[src/sv/wlff_pkg.sv]
package wlff_pkg;

  localparam int MAX_PATTERN = 16;
  localparam int PAT_CHARS   = 16;
  localparam int PAT_CAP     = (MAX_PATTERN < PAT_CHARS) ? MAX_PATTERN : PAT_CHARS;
  localparam int LEN_W       = $clog2(MAX_PATTERN + 1);
  localparam int CFG_W       = 64;
  localparam int CFG_IDX_W   = 3;

  localparam logic [7:0] CH_STAR = 8'h2A;
  localparam logic [7:0] CH_ANY  = 8'h3F;

  localparam logic [CFG_IDX_W-1:0] CFG_FIELD_MASK   = 3'd0;
  localparam logic [CFG_IDX_W-1:0] CFG_EXCLUDE_MODE = 3'd1;
  localparam logic [CFG_IDX_W-1:0] CFG_PATTERN_LEN  = 3'd2;
  localparam logic [CFG_IDX_W-1:0] CFG_PATTERN_LOW  = 3'd3;
  localparam logic [CFG_IDX_W-1:0] CFG_PATTERN_HIGH = 3'd4;

  typedef struct packed {
    logic [7:0] character;
    logic       has_char;
    logic [2:0] field_sel;
    logic       string_end;
    logic       message_end;
  } wlff_in_t;

  typedef struct packed {
    logic pass;
    logic matched;
  } wlff_out_t;

  // broadcast to every cell
  typedef struct packed {
    logic [7:0] ch;
    logic       has_char;
    logic       step_en;
    logic       clr;
  } wlff_bcast_t;

  // handed from cell i to cell i+1
  typedef struct packed {
    logic fwd1;
    logic step;
    logic fwd2;
  } wlff_link_t;

  function automatic logic [7:0] fold_case(input logic [7:0] c);
    logic [7:0] r;
    r = c;
    if (c >= 8'h41 && c <= 8'h5A) begin
      r = c + 8'h20;
    end
    return r;
  endfunction

endpackage

[src/sv/wlff_cell.sv]
module wlff_cell
  import wlff_pkg::*;
(
  input  logic        clk_i,
  input  logic        rst_ni,
  input  wlff_bcast_t bc_i,
  input  logic [7:0]  pchar_i,
  input  logic        en_i,
  input  logic        keep_i,
  input  wlff_link_t  link_i,
  output wlff_link_t  link_o,
  output logic        hit_o
);

  logic act_q, act_d;
  logic star, any, c1, c2, n_bit, nxt;

  assign star = (pchar_i == CH_STAR);
  assign any  = (pchar_i == CH_ANY);

  // closure before the character, advance, closure after it
  assign c1    = (act_q & keep_i) | link_i.fwd1;
  assign n_bit = (c1 & en_i & star) | link_i.step;
  assign c2    = n_bit | link_i.fwd2;

  assign link_o.fwd1 = c1 & en_i & star;
  assign link_o.step = c1 & en_i & ~star & (any | (pchar_i == bc_i.ch));
  assign link_o.fwd2 = c2 & en_i & star;

  // final position is the one kept but not consuming
  assign hit_o = keep_i & ~en_i & (c1 | (bc_i.has_char & c2));

  assign nxt = bc_i.has_char ? c2 : c1;

  always_comb begin
    act_d = act_q;
    if (bc_i.step_en) begin
      act_d = bc_i.clr ? 1'b0 : (keep_i & nxt);
    end
  end

  always_ff @(posedge clk_i or negedge rst_ni) begin
    if (!rst_ni) begin
      act_q <= 1'b0;
    end else begin
      act_q <= act_d;
    end
  end

endmodule

[src/sv/wildcard_log_field_filter_unit.sv]
// Wildcard log field filter.
// Input channel (in_valid_i/in_ready_o/in_data_i): one beat per text byte of
// a message's strings; has_char=0 with an end mark closes an empty string.
// Config port: cfg_we_i writes cfg_wdata_i to register cfg_idx_i at once
// (0 field mask, 1 exclude mode, 2 pattern length, 3/4 pattern bytes);
// write only while no message is in flight.
// Output channel (out_valid_o/out_ready_i/out_data_o): one verdict beat for
// every input beat with message_end set, valid on the cycle after it.
// Throughput: one input beat per cycle unless stalled; each beat updates a row
// of MAX_PATTERN+1 position cells in that cycle, one cell per pattern position.
// Stall: the verdict sits in an output register; while it is held and the
// receiver is not ready, in_ready_o drops, otherwise input keeps flowing.
// Reset: field mask all ones, include mode, empty pattern (every message
// passes), no partial match state, output empty.
module wildcard_log_field_filter_unit
  import wlff_pkg::*;
(
  input  logic                 clk_i,
  input  logic                 rst_ni,
  input  logic                 cfg_we_i,
  input  logic [CFG_IDX_W-1:0] cfg_idx_i,
  input  logic [CFG_W-1:0]     cfg_wdata_i,
  input  logic                 in_valid_i,
  output logic                 in_ready_o,
  input  wlff_in_t             in_data_i,
  output logic                 out_valid_o,
  input  logic                 out_ready_i,
  output wlff_out_t            out_data_o
);

  logic [4:0]            field_mask_q;
  logic                  exclude_q;
  logic [4:0]            plen_q;
  logic [2*CFG_W-1:0]    pat_q;
  logic [LEN_W-1:0]      eff_len;

  logic                  sm_q, sm_d, mm_q, mm_d;
  logic                  out_valid_q, out_valid_d;
  wlff_out_t             out_q, out_d;

  logic                  accept, str_end, sm_n, enabled;
  logic [7:0]            mask_ext;
  wlff_bcast_t           bc;
  wlff_link_t            link [MAX_PATTERN+2];
  logic [MAX_PATTERN:0]  hit;

  always_ff @(posedge clk_i or negedge rst_ni) begin
    if (!rst_ni) begin
      field_mask_q <= 5'h1F;
      exclude_q    <= 1'b0;
      plen_q       <= '0;
      pat_q        <= '0;
    end else if (cfg_we_i) begin
      case (cfg_idx_i)
        CFG_FIELD_MASK:   field_mask_q       <= cfg_wdata_i[4:0];
        CFG_EXCLUDE_MODE: exclude_q          <= cfg_wdata_i[0];
        CFG_PATTERN_LEN:  plen_q             <= cfg_wdata_i[4:0];
        CFG_PATTERN_LOW:  pat_q[CFG_W-1:0]   <= cfg_wdata_i;
        CFG_PATTERN_HIGH: pat_q[2*CFG_W-1:CFG_W] <= cfg_wdata_i;
        default: ;
      endcase
    end
  end

  assign eff_len = (plen_q > 5'(PAT_CAP)) ? LEN_W'(PAT_CAP) : LEN_W'(plen_q);

  assign in_ready_o = ~out_valid_q | out_ready_i;
  assign accept     = in_valid_i & in_ready_o;
  assign str_end    = in_data_i.string_end | in_data_i.message_end;

  assign bc.ch       = fold_case(in_data_i.character);
  assign bc.has_char = in_data_i.has_char;
  assign bc.step_en  = accept;
  assign bc.clr      = str_end;

  assign link[0] = '{fwd1: 1'b1, step: 1'b1, fwd2: 1'b1};

  for (genvar i = 0; i <= MAX_PATTERN; i++) begin : g_cell
    logic [7:0] pchar;
    if (i < PAT_CAP) begin : g_pat
      assign pchar = fold_case(pat_q[i*8 +: 8]);
    end else begin : g_nopat
      assign pchar = '0;
    end

    wlff_cell u_cell (
      .clk_i   (clk_i),
      .rst_ni  (rst_ni),
      .bc_i    (bc),
      .pchar_i (pchar),
      .en_i    (eff_len > LEN_W'(i)),
      .keep_i  (eff_len >= LEN_W'(i)),
      .link_i  (link[i]),
      .link_o  (link[i+1]),
      .hit_o   (hit[i])
    );
  end

  assign sm_n     = sm_q | (|hit);
  assign mask_ext = {3'b000, field_mask_q};
  assign enabled  = mask_ext[in_data_i.field_sel];

  always_comb begin
    sm_d        = sm_q;
    mm_d        = mm_q;
    out_d       = out_q;
    out_valid_d = out_valid_q;
    if (out_ready_i) begin
      out_valid_d = 1'b0;
    end
    if (accept) begin
      sm_d = sm_n;
      if (str_end) begin
        sm_d = 1'b0;
        mm_d = mm_q | (enabled & sm_n);
      end
      if (in_data_i.message_end) begin
        out_valid_d = 1'b1;
        if (eff_len == '0) begin
          out_d.pass    = 1'b1;
          out_d.matched = 1'b0;
        end else begin
          out_d.pass    = (mm_q | (enabled & sm_n)) ^ exclude_q;
          out_d.matched = mm_q | (enabled & sm_n);
        end
        mm_d = 1'b0;
      end
    end
  end

  always_ff @(posedge clk_i or negedge rst_ni) begin
    if (!rst_ni) begin
      sm_q        <= 1'b0;
      mm_q        <= 1'b0;
      out_valid_q <= 1'b0;
    end else begin
      sm_q        <= sm_d;
      mm_q        <= mm_d;
      out_valid_q <= out_valid_d;
    end
  end

  always_ff @(posedge clk_i) begin
    out_q <= out_d;
  end

  assign out_valid_o = out_valid_q;
  assign out_data_o  = out_q;

endmodule

[config.mk]
export PLATFORM = sky130hd
export DESIGN_NAME = wildcard_log_field_filter_unit
export DESIGN_NICKNAME = d
export VERILOG_FILES = /design/src/sv/wlff_pkg.sv /design/src/sv/wlff_cell.sv /design/src/sv/wildcard_log_field_filter_unit.sv
export SDC_FILE = /design/constraint.sdc
export NUM_CORES = 1
export LEC_CHECK = 0
export BUFFER_PORTS_ARGS = -buffer_cell sky130_fd_sc_hd__buf_2
export CAP_MARGIN = 10
export CORE_MARGIN = 3
export CORE_UTILIZATION = 25
export CTS_CLUSTER_DIAMETER = 30
export DETAILED_ROUTE_END_ITERATION = 16
export PLACE_DENSITY = 0.44
export SLEW_MARGIN = 20
export SYNTH_ARGS = -nofsm -noshare
export SYNTH_HDL_FRONTEND = slang
export SYNTH_HIERARCHICAL = 1
export SYNTH_SLANG_ARGS = --single-unit
[constraint.sdc]
create_clock -name clk_i -period 23.2 [get_ports clk_i]
set_input_delay 1.16 -clock clk_i [delete_from_list [all_inputs] [get_ports clk_i]]
set_output_delay 1.16 -clock clk_i [all_outputs]
set_load 0.005 [all_outputs]
; ---- After elaboration in Yosys (flattened, before gate mapping)
; Index checks and enable logic that the tools add are counted.
[classes]
n_reduce_logical = 28
n_lt_le_gt_ge = 70
mux = 58
add_sub_neg = 17
bitwise = 294
eq_ne = 52
[op_table]
columns = cell, count
row1 = 8-bit by 6-bit == test with 1-bit output (second input constant), 32
row2 = 1-bit AND, 176
row3 = 8-bit by 6-bit adder with 8-bit output (second input constant), 17
row4 = 8-bit by 7-bit >= comparator with 1-bit output (second input constant), 17
row5 = 8-bit by 7-bit <= comparator with 1-bit output (second input constant), 17
row6 = 8-bit 2-to-1 mux, 17
row7 = 8-bit == test, 16
row8 = 1-bit OR, 83
row9 = 5-bit by 4-bit >= comparator with 1-bit output (second input constant), 8
row10 = 5-bit by 4-bit greater-than comparator with 1-bit output (second input constant), 8
row11 = 1-bit 2-to-1 mux, 39
row12 = 1-bit NOT, 34
row13 = 5-bit by 3-bit >= comparator with 1-bit output (second input constant), 4
row14 = 5-bit by 3-bit greater-than comparator with 1-bit output (second input constant), 4
row15 = 1-bit logical AND, 17
row16 = 17-bit OR reduction, 1
row17 = 2-bit AND reduction, 7
row18 = 5-bit by 1-bit >= comparator with 1-bit output (second input constant), 2
row19 = 5-bit by 2-bit >= comparator with 1-bit output (second input constant), 2
row20 = 5-bit by 1-bit greater-than comparator with 1-bit output (second input constant), 2
row21 = 5-bit by 2-bit greater-than comparator with 1-bit output (second input constant), 2
row22 = 5-bit greater-than comparator (second input constant), 2
row23 = 3-bit by 2-bit == test with 1-bit output (second input constant), 2
row24 = 5-bit >= comparator (second input constant), 1
row25 = other kinds (9), 9
[word_totals]
wordCells = 545
reg_bits = 160
input_bits = 86

; ---- Logic depth before layout (Yosys ltp)
; Gate-level depths: netlist of run 1.
[logic_depth]
depth_word = 64
depth_mapped = 46
ltp_nobuf = 46

; ---- Hierarchy
; Netlist of run 1, hierarchy kept.
[by_module_without_submodules]
columns = mod, cells_each, area_each_um2, seq_area_each_um2, n_inst
row1 = wildcard_log_field_filter_unit, 539, 6975.4, 3619.7, 1
row2 = wlff_cell, 34, 266.5, 25.0, 17

; ---- Worst setup path before layout of run 1
; Ideal clock, no wire load.
[synth_path]
kind = input port to flip-flop
from = input port in_data_i[9] in the netlist's numbering
to = register out_q, in the netlist out_data_o[1], data pin
stages = 44
n_path_buf = 0
required_ns = 22.931
slack_ns = 11.651
arrival_ns = 11.280
setup_ns = 0.269
cell_sequence = or4_1 o22ai_1 o41a_1 xor2_1 nor4_1 a32oi_1 o21ai_0 nor2_1 a2111oi_2 nor2_1 a2111oi_2 nor2_1 a2111oi_2 nor2_1 a2111oi_2 nor2_1 a2111oi_2 nor2_1 [... 8 more ...] a2111oi_2 nor2_1 a2111oi_2 nor2_1 a2111oi_2 nor2_1 a2111oi_2 nor2_1 a2111oi_2 nor2_1 a2111oi_2 o21ai_0 a211oi_1 nor4_1 nand3_1 o22ai_1 a21oi_1 a31oi_1
[synth_rtl]
columns = item, line
row1 = start: declaration, wildcard_log_field_filter_unit.sv:25  ; input wlff_in_t in_data_i,
row2 = end signal: assignment, wildcard_log_field_filter_unit.sv:144  ; out_q <= out_d;
row3 = end: declaration, wildcard_log_field_filter_unit.sv:39  ; wlff_out_t out_q, out_d;

==> results of run 1 <==
## metal layers
metal | part of all wire | vias up | track usage
li1 | - | 4422 | -
met1 | 0.48 | 4530 | 0.191
met2 | 0.46 | 155 | 0.231
met3 | 0.042 | 30 | 0.0303
met4 | 0.013 | 12 | 0.0374
met5 | 0.0023 | - | 0
## area by class of cell
cell class	instances	area share
Clock buffer	22	0.0344
Sequential cell	161	0.306
Timing Repair Buffer	104	0.0427
Clock inverter	9	0.0101
Tap cell	592	0.0561
Inverter	39	0.0111
Antenna cell	1	0.000189
Multi-Input combinational cell	897	0.539
## power groups by stage
stage	combinational (uW)	sequential (uW)	clock [uW]
2_1_floorplan	230	404	0
3_3_place_gp	287	436	0
3_5_place_dp	294	438	0
4_1_cts	295	433	304
5_1_grt	330	446	314
6_report	293	433	292
## path summary, 6_finish.rpt
path | to | from | cells past startpoint
worst min register to register | exclude_q | exclude_q | 1
worst min-delay path | exclude_q | exclude_q | 1
worst max-delay path | out_data_o[1] | in_data_i[8] | 48
min in group asynchronous | pat_q[34] | rst_ni | 1
worst max register to register | out_data_o[1] | pat_q[0] | 44
max in group asynchronous | pat_q[126] | rst_ni | 2
## placed cells by master (no fill, tap or decap), types with 17 or more instances in the layout
master,instances
or4_1,17
ha_1,17
o21ai_0,52
conb_1,19
nor4_1,36
buf_2,88
o22ai_1,20
nand2b_1,19
inv_1,38
or4b_4,17
a21oi_1,40
or2_2,17
nand2_1,53
o221a_2,17
nor3_1,19
xor2_1,128
a211oi_1,17
nand3_1,35
dfrtp_1,154
clkbuf_16,17
nor4_4,17
o21a_1,19
nor2_1,75
mux2_2,133
## sequential cells by signal, indices dropped and copies added, names as in the netlist
register and count:
sm_q 1, exclude_q 1, mm_q 1, field_mask_q 5, pat_q 128, g_cell.u_cell/act_q 17
out_valid_o 1, plen_q 5, out_data_o 2
## metrics by stage
stage	util	std cells	instance area, um2
finish	0.296	1825	13200
detailed placement	0.283	1793	12600
global route	0.296	1824	13200
CTS	0.296	1824	13200
floorplan	-	1117	11400
global placement	0.283	1793	12600
## worst max-delay path, delay by kind of cell
family                 cells  cell delay (ps)
AO/OA/AOI/OAI             23             7540
XOR/XNOR                   1              180
buffers and inverters      3              580
AND/OR/NAND/NOR           21             3330
==> metrics.md, run 1 <==
| Metric | Value |
|---|---|
| Drt first pass iters | 5 |
| Die Span Y | between 200 and 250 um |
| Peak supply drop | 51.3 uV |
| Sequential share of power | 0.425 |
| Power Total | just over 1000 uW |
| Final ANT Viol Nets | 0 |
| Vias in the first global route | 9395 |
| Storage cell area | 4050 um2 |
| Worst slew pin tran | roughly 1100 ps |
| FMAX | between 0.07 and 0.08 GHz |
| Final WS setup | between 10000 and 15000 ps |
| Ys Warns | 6 |
| Clock power frac | 0.287 |
| Psw | 366 uW |
| Critical Path Max Stage Delay | ~550 ps |
| H-tree level count | 4 |
| Die Span X | between 200 and 250 um |
| DRC viols | 0 |
| Fillers | roughly 4700 |
| Worst Path Max Fanout | 18 |
| GPL Wtd Cong | 0.772 |
| Tmin final | ~13000 ps |
| # IOs | 90 |
| Final hold violations | 0 |
| DR vias | 9149 |
| Routed vias/inst | 5.01 |
| Final #Nets | between 1000 and 1500 |
| Setup slack, reg-to-reg | around 11000 ps |
| Status | complete, no violations |
| Final period util | 0.544 |
| WP data required | 23380 ps |
| Unrepaired setup endpoints after global routing | false |
| Layout Area Growth over Synthesis | 16.2% |
| Final setup viols | 0 |
| Sink Count | roughly 160 |
| Die ar. | just under 50000 um2 |
| Row cnt | 77 |
| Crit. End Element | flop |
| Share of post-route cells with drive strength above 1 | 0.306 |
| Place WS | ~10000 ps |
| Global route overflow | 0 |
| Initial Util | 0.255 |
| Post-CTS Hold Fix Bufs | 0 |
| Gr usage total | 0.142 |
| Detail Placement HPWL | 24.0 mm |
| Synthesized area | 11400 um2 |
| Clk Latency, worst-skew pair | 440 ps |
| Core area | 44600 um2 |
| Setup_tns | 0 ps |
| Clk buf depth | 2 |
| Synth Area per Inst | between 10 and 15 um2 |
| Hold Path Class | reg2reg |
| Port buffer count | 89 |
| Clock slew at reported path FFs | 70 ps |
| Relative slew slack | 0.287 |
| Routed WL per cell | ~18 um |
| Worst clock skew | around 11 ps |
| Lkg Pwr | about 0.0053 uW |
| Internal Power | around 650 uW |
| Post-CTS Resized | 0 |
| Drt initial violations | between 400 and 500 |
| CP startpoint kind | primary input |
| Total CTS buffers | 17 |
| Max Transition Viols Final | 0 |
| Global-route wire length before repair | around 54 mm |
| Pwr dens | about 77 nW/um2 |
| CTS tree | yes |
| Final wirelength | ~33 mm |
| Initial antenna violation count | 7 |
| Post-CTS setup buffers | 0 |
| Hold_ws | between 500 and 600 ps |
| Largest net degree at the start of global routing | 73 |
| Arrival time worst endpoint | 12810 ps |
| Sw frac | 0.359 |
| CP max stage cell | or4_1 |
| Max Cap Viol | 0 |
| Mapped Cells | between 1000 and 1500 |
| Crit Path Class | in2reg |
| Area taken by multi-input logic gates | slightly above 7000 um2 |
| Clock root buffer | clkbuf_16 |
| Comb pwr share | 0.288 |
No activity file was read; power rests on OpenSTA's default activity.
==> inputs of run 2 (changes only) <==
--- a/config.mk
+++ b/config.mk
@@ -11,7 +11,7 @@
 export CORE_UTILIZATION = 25
 export CTS_CLUSTER_DIAMETER = 30
 export DETAILED_ROUTE_END_ITERATION = 16
-export PLACE_DENSITY = 0.44
+export PLACE_DENSITY = 0.45
 export SLEW_MARGIN = 20
 export SYNTH_ARGS = -nofsm -noshare
 export SYNTH_HDL_FRONTEND = slang
==> constraint.sdc (replaced) <==
create_clock -name clk_i -period 10.82 [get_ports clk_i]
set_input_delay 0.541 -clock clk_i [delete_from_list [all_inputs] [get_ports clk_i]]
set_output_delay 0.541 -clock clk_i [all_outputs]
set_load 0.005 [all_outputs]
==> metrics.md, run 2 (synthesis results as in run 1) <==
| Metric | Value |
|---|---|
| Layout Area Growth over Synthesis | 24.9% |
| # diodes | 0 (-1) |
| Clock root buffer | clkbuf_16 |
| Finished Cell Area | 14200 um2 (+7.5%) |
| H-tree level count | 4 (unchanged) |
| Core area | 44600 um2 (unchanged) |
| Largest net degree at the start of global routing | 65 (-11%) |
| Sink Count | 161 (unchanged) |
| Drt first pass iters | 5 (unchanged) |
| Unrepaired setup endpoints after global routing | true |
| Buf/Inv on CP | 1 (-2) |
| Clk buf depth | 2 (unchanged) |
| Die Span Y | 219 um (unchanged) |
| GPL Wtd Cong | 0.809 (+4.8%) |
| Critical Path Max Stage Delay | 540 ps (about the same) |
| Final hold violations | 0 (unchanged) |
| Failing checks | setup timing |
| Non-filler cells, final | 1905 (+4.4%) |
| Clk Latency, worst-skew pair | 450 ps (about the same) |
| # IOs | 90 (unchanged) |
| Placed Cells | 1866 (+4.1%) |
| Biggest regs | pat_q: 128 flops, g_cell.u_cell/act_q: 17 flops |
| Total CTS buffers | 17 (unchanged) |
| Clock slew at reported path FFs | 70 ps (about the same) |
| Final ANT Viol Nets | 0 (unchanged) |
| Tmin final | ~11000 ps |
| Routed WL per cell | 18.1 um (-0.27%) |
| Lkg Pwr | 0.00578 uW (+8.7%) |
| Final period util | 1.01 |
| Vias in the first global route | 9431 (+0.38%) |
| Final #Nets | 1405 (+6.2%) |
| Area taken by multi-input logic gates | 7460 um2 (+4.7%) |
| Worst Path Max Fanout | 3 (-15) |
| Crit. End Element | flop |
| Detail Placement HPWL | 24.7 mm (+2.7%) |
| Crit path max-delay family | compound AO/OA/AOI/OAI gates |
| Row cnt | 77 (unchanged) |
| Routed vias/inst | 4.95 (-1.3%) |
| Commonest non-fill, non-tap cell in the layout | dfrtp_1 |
| Storage cell area | 4050 um2 (unchanged) |
| Crit Path Class | reg2reg |
| Die ar. | 48100 um2 (unchanged) |
| Die Span X | 219 um (unchanged) |
| CTS tree | yes |
| Port buffer count | 89 (unchanged) |
| DR vias | 9427 (+3.0%) |
| Post-CTS Hold Fix Bufs | 0 (unchanged) |
| Relative slew slack | 0.354 (+0.0670) |
| WP data required | 11010 ps (-12370 ps) |
| Worst slew pin tran | 969 ps (-101 ps) |
| Drt initial violations | 531 (+9.9%) |
| CP dominant cell by count | a2111oi_4 |
| CP startpoint kind | flop |
| Initial antenna violation count | 0 (-7) |
| Placed cell areas | 13200 um2 (+4.4%) |
| Arrival time worst endpoint | 11130 ps (-1680 ps) |
| Max Transition Viols Final | 0 (unchanged) |
| Biggest register | pat_q |
| Worst clock skew | 9.63 ps (-1.13 ps) |
| Gr usage total | 0.145 (+0.00277) |
| Peak supply drop | 94.6 uV (+84%) |
| Hold Path Class | in2async |
| Final WS setup | -124 ps (-10690 ps) |
| Global-route wire length before repair | 54.1 mm (+0.82%) |
| Place WS | -1340 ps (-11430 ps) |
| Max FFs per register | 128 (unchanged) |
| Pwr dens | 162 nW/um2 (+110%) |
| Max Cap Viol | 0 (unchanged) |
| Global route overflow | 0 (unchanged) |
| Final setup viols | 3 (+3) |
| Share of post-route cells with drive strength above 1 | 0.375 (+0.0695) |
| Status | finished with violations |
| Fillers | 4612 (-1.1%) |
| Power Total | 2300 uW (+130%) |
| CP max stage cell | or4_4 |
| DRC viols | 0 (unchanged) |
| Fin util | 0.319 (+0.0223) |
| Most frequent cells in the layout | dfrtp_1 (154), mux2_2 (133), xor2_1 (128), buf_4 (96), buf_2 (88) |
| Final wirelength | 34.5 mm (+4.1%) |
| FMAX | around 0.091 GHz |
| Initial Util | 0.255 (unchanged) |
## run 2: cell types whose count changed in the layout (fill, tap and decap cells not counted), moves of 6 or more
cell	previous run	this run
a2111oi_4	0	16
nor2_1	75	58
buf_4	15	96
nor2_2	0	17
a2111oi_2	16	0
o21ai_0	52	46
## run 2: path summary, 6_finish.rpt
kind / from / end / slack [ps] / cells past startpoint
max in group asynchronous: rst_ni / pat_q[124] / 8900 / 3
hold reg to reg: pat_q[13] / pat_q[13] / 550 / 1
hold / removal: rst_ni / pat_q[30] / 90 / 1
setup / recovery: pat_q[2] / out_data_o[1] / -120 / 45
setup reg to reg: pat_q[2] / out_data_o[1] / -120 / 45
min in group clk_i: cfg_wdata_i[13] / pat_q[13] / 330 / 2
## run 2: per-layer routing
metal  up-vias  GRT usage  wire length [um]
met1      4656      0.195             16200
met2       171      0.232             16200
met4         0     0.0512               752
li1       4564          -                 -
met5         -          0                 0
met3        36     0.0262              1390
## run 2: power breakdown
group          internal, uW  switching, uW  total (uW)  leakage (uW)
logic                   348            375         723       0.00353
clock network           413            261         674      0.000298
registers               727            180         907       0.00195
## run 2: area by class of cell
| cell class | count | share of cell area |
|---|---|---|
| Clock inverter | 10 | 0.0131 |
| Multi-Input combinational cell | 897 | 0.525 |
| Inverter | 39 | 0.0103 |
| Tap cell | 592 | 0.0521 |
| Timing Repair Buffer | 186 | 0.0833 |
| Sequential cell | 161 | 0.285 |
| Clock buffer | 20 | 0.0314 |
## run 2: what timing repair did
item	4_1_cts	5_1_grt
resized for setup	16	42
endpoints found under the hold margin	0	0
setup buffers	5	5
pin swaps	28	39
endpoints found under the setup margin	5	5
## run 2: per-stage QoR
stage          setup TNS [ps]  hold slack, ps
2_1_floorplan               0             245
3_3_place_gp            -4500             527
3_5_place_dp            -5410             530
4_1_cts                 -14.6             103
5_1_grt                 -2890             129
6_report                 -230            92.3
==> inputs of run 3 (changes only) <==
--- a/config.mk
+++ b/config.mk
@@ -12,6 +12,8 @@
 export CTS_CLUSTER_DIAMETER = 30
 export DETAILED_ROUTE_END_ITERATION = 16
 export PLACE_DENSITY = 0.45
+export SETUP_SLACK_MARGIN = 0.5
+export SKIP_CTS_REPAIR_TIMING = 1
 export SLEW_MARGIN = 20
 export SYNTH_ARGS = -nofsm -noshare
 export SYNTH_HDL_FRONTEND = slang
==> metrics.md, run 3 (synthesis results as in run 1) <==
| Metric | Value |
|---|---|
| Vias in the first global route | 9434 (+0.032%) |
| DR vias | 9483 (+0.59%) |
| Core area | 44600 um2 (unchanged) |
| Tmin final | 10480 ps (-461 ps) |
| Biggest regs | pat_q: 128 flops, g_cell.u_cell/act_q: 17 flops |
| CP max stage cell | or4_4 |
| Area taken by multi-input logic gates | 7490 um2 (+0.44%) |
| Largest net degree at the start of global routing | 70 (+7.7%) |
| Failing checks | hold timing |
| Routed WL per cell | 17.9 um (-1.4%) |
| Final ANT Viol Nets | 0 (unchanged) |
| Max Transition Viols Final | 0 (unchanged) |
| Pwr dens | 161 nW/um2 (-0.76%) |
| Die Span Y | 219 um (unchanged) |
| Worst slew pin tran | 978 ps (+8.54 ps) |
| Global-route wire length before repair | 53.6 mm (-1.0%) |
| Final wirelength | 34.0 mm (-1.4%) |
| Critical R2R Launch | pat_q[2] |
| Port buffer count | 89 (unchanged) |
| GPL Wtd Cong | 0.786 (-2.8%) |
| Initial antenna violation count | 3 (+3) |
| Clk Latency, worst-skew pair | 450 ps (about the same) |
| Crit. End Element | flop |
| Unrepaired setup endpoints after global routing | true |
| Most frequent cells in the layout | dfrtp_1 (153), mux2_2 (133), xor2_1 (128), buf_4 (92), buf_2 (88) |
| Clock slew at reported path FFs | 70 ps (about the same) |
| Fillers | 4554 (-1.3%) |
| Routed vias/inst | 4.98 (+0.65%) |
| H-tree level count | 4 (unchanged) |
| CP dominant cell by count | a2111oi_4 |
| Initial Util | 0.255 (unchanged) |
| Max FFs per register | 128 (unchanged) |
| Status | finished with violations |
| Gr usage total | 0.142 (-0.00241) |
| Biggest register | pat_q |
| Share of post-route cells with drive strength above 1 | 0.381 (+0.00591) |
| Hold_ws | -4.51 ps (-96.8 ps) |
| Arrival time worst endpoint | 10860 ps (-270 ps) |
| Hold Path Class | in2async |
| Crit Path Class | reg2reg |
| Peak supply drop | 81.0 uV (-14%) |
| Clock root buffer | clkbuf_16 |
| Critical Path Max Stage Delay | 550 ps (about the same) |
| Row cnt | 77 (unchanged) |
| Relative slew slack | 0.348 (-0.00570) |
| Sink Count | 161 (unchanged) |
| Non-filler cells, final | 1904 (-0.052%) |
| Final setup viols | 0 (-3) |
| Layout Area Growth over Synthesis | 25.0% (about the same) |
| Final period util | 0.969 (-0.0427) |
| Die Span X | 219 um (unchanged) |
| Lkg Pwr | 0.00577 uW (-0.23%) |
| FMAX | 0.0954 GHz (+4.4%) |
| CTS tree | yes |
| Worst Path Max Fanout | 4 (+1) |
| Global route overflow | 0 (unchanged) |
| Clk buf depth | 2 (unchanged) |
| Die ar. | 48100 um2 (unchanged) |
| Final #Nets | 1401 (-0.28%) |
| Storage cell area | 4050 um2 (about the same) |
| Max Cap Viol | 0 (unchanged) |
| Commonest non-fill, non-tap cell in the layout | dfrtp_1 |
| Detail Placement HPWL | 24.1 mm (-2.1%) |
| Worst clock skew | 11.0 ps (+1.38 ps) |
| Drt first pass iters | 5 (unchanged) |
| WP data required | 11190 ps (+180 ps) |
| # IOs | 90 (unchanged) |
| Setup crit start | pat_q[2] |
| Placed Cells | 1858 (-0.43%) |
| Power Total | 2290 uW (-0.66%) |
| Final hold violations | 5 (+5) |
| CP startpoint kind | flop |
| Total CTS buffers | 17 (unchanged) |
| DRC viols | 0 (unchanged) |
| Drt initial violations | 466 (-12%) |
## run 3: metal layers
metal / part of all wire / GRT usage / routed length (um) / vias to the layer above
met4: 0.017 / 0.0415 / 592 / 4
met3: 0.036 / 0.0289 / 1230 / 38
met5: 0.00047 / 0 / 16 / -
li1: - / - / - / 4575
met1: 0.48 / 0.191 / 16300 / 4731
met2: 0.47 / 0.230 / 15900 / 135
## run 3: through the flow
stage | area (um2) | TNS [ps] | setup WS (ps) | utilization
6_report | 14200 | 0 | 338 | 0.319
5_1_grt | 14200 | -552 | -189 | 0.319
4_1_cts | 13800 | -2060 | -619 | 0.309
3_5_place_dp | 13100 | -2520 | -733 | 0.294
3_3_place_gp | 13100 | -1700 | -538 | 0.294
2_1_floorplan | 11500 | 0 | 531 | -
## run 3: power breakdown
group | total (uW) | leakage [uW] | internal, uW | switching (uW)
Combinational | 720 | 0.00352 | 350 | 369
Clock | 660 | 0.000300 | 390 | 269
Sequential | 909 | 0.00195 | 727 | 182
Total | 2290 | 0.00577 | 1470 | 821
## run 3: path summary, 6_finish.rpt
path	slack (ps)	depth (start not counted)	to
hold reg to reg	540	2	out_valid_o
min in group clk_i	320	3	out_valid_o
hold / removal	-5	1	pat_q[81]
setup reg to reg	340	45	mm_q
setup / recovery	340	45	mm_q
max in group asynchronous	9550	2	pat_q[110]
## run 3: cell type report
cell class                 count  area share
antenna                        1    0.000176
clock buffer                  22      0.0340
clock inverter                10      0.0104
inverter                      39      0.0103
multi-input combinational    897       0.527
sequential                   161       0.285
tap                          592      0.0521
timing repair buffer         182      0.0817
## run 3: critical path: cells and delay by family (launching register included)
kind                   cells  cell delay (ps)
DFF                        1              410
buffers and inverters      2              300
and+or+nand+nor           21             3330
AOI/OAI and AO/OA         22             6360
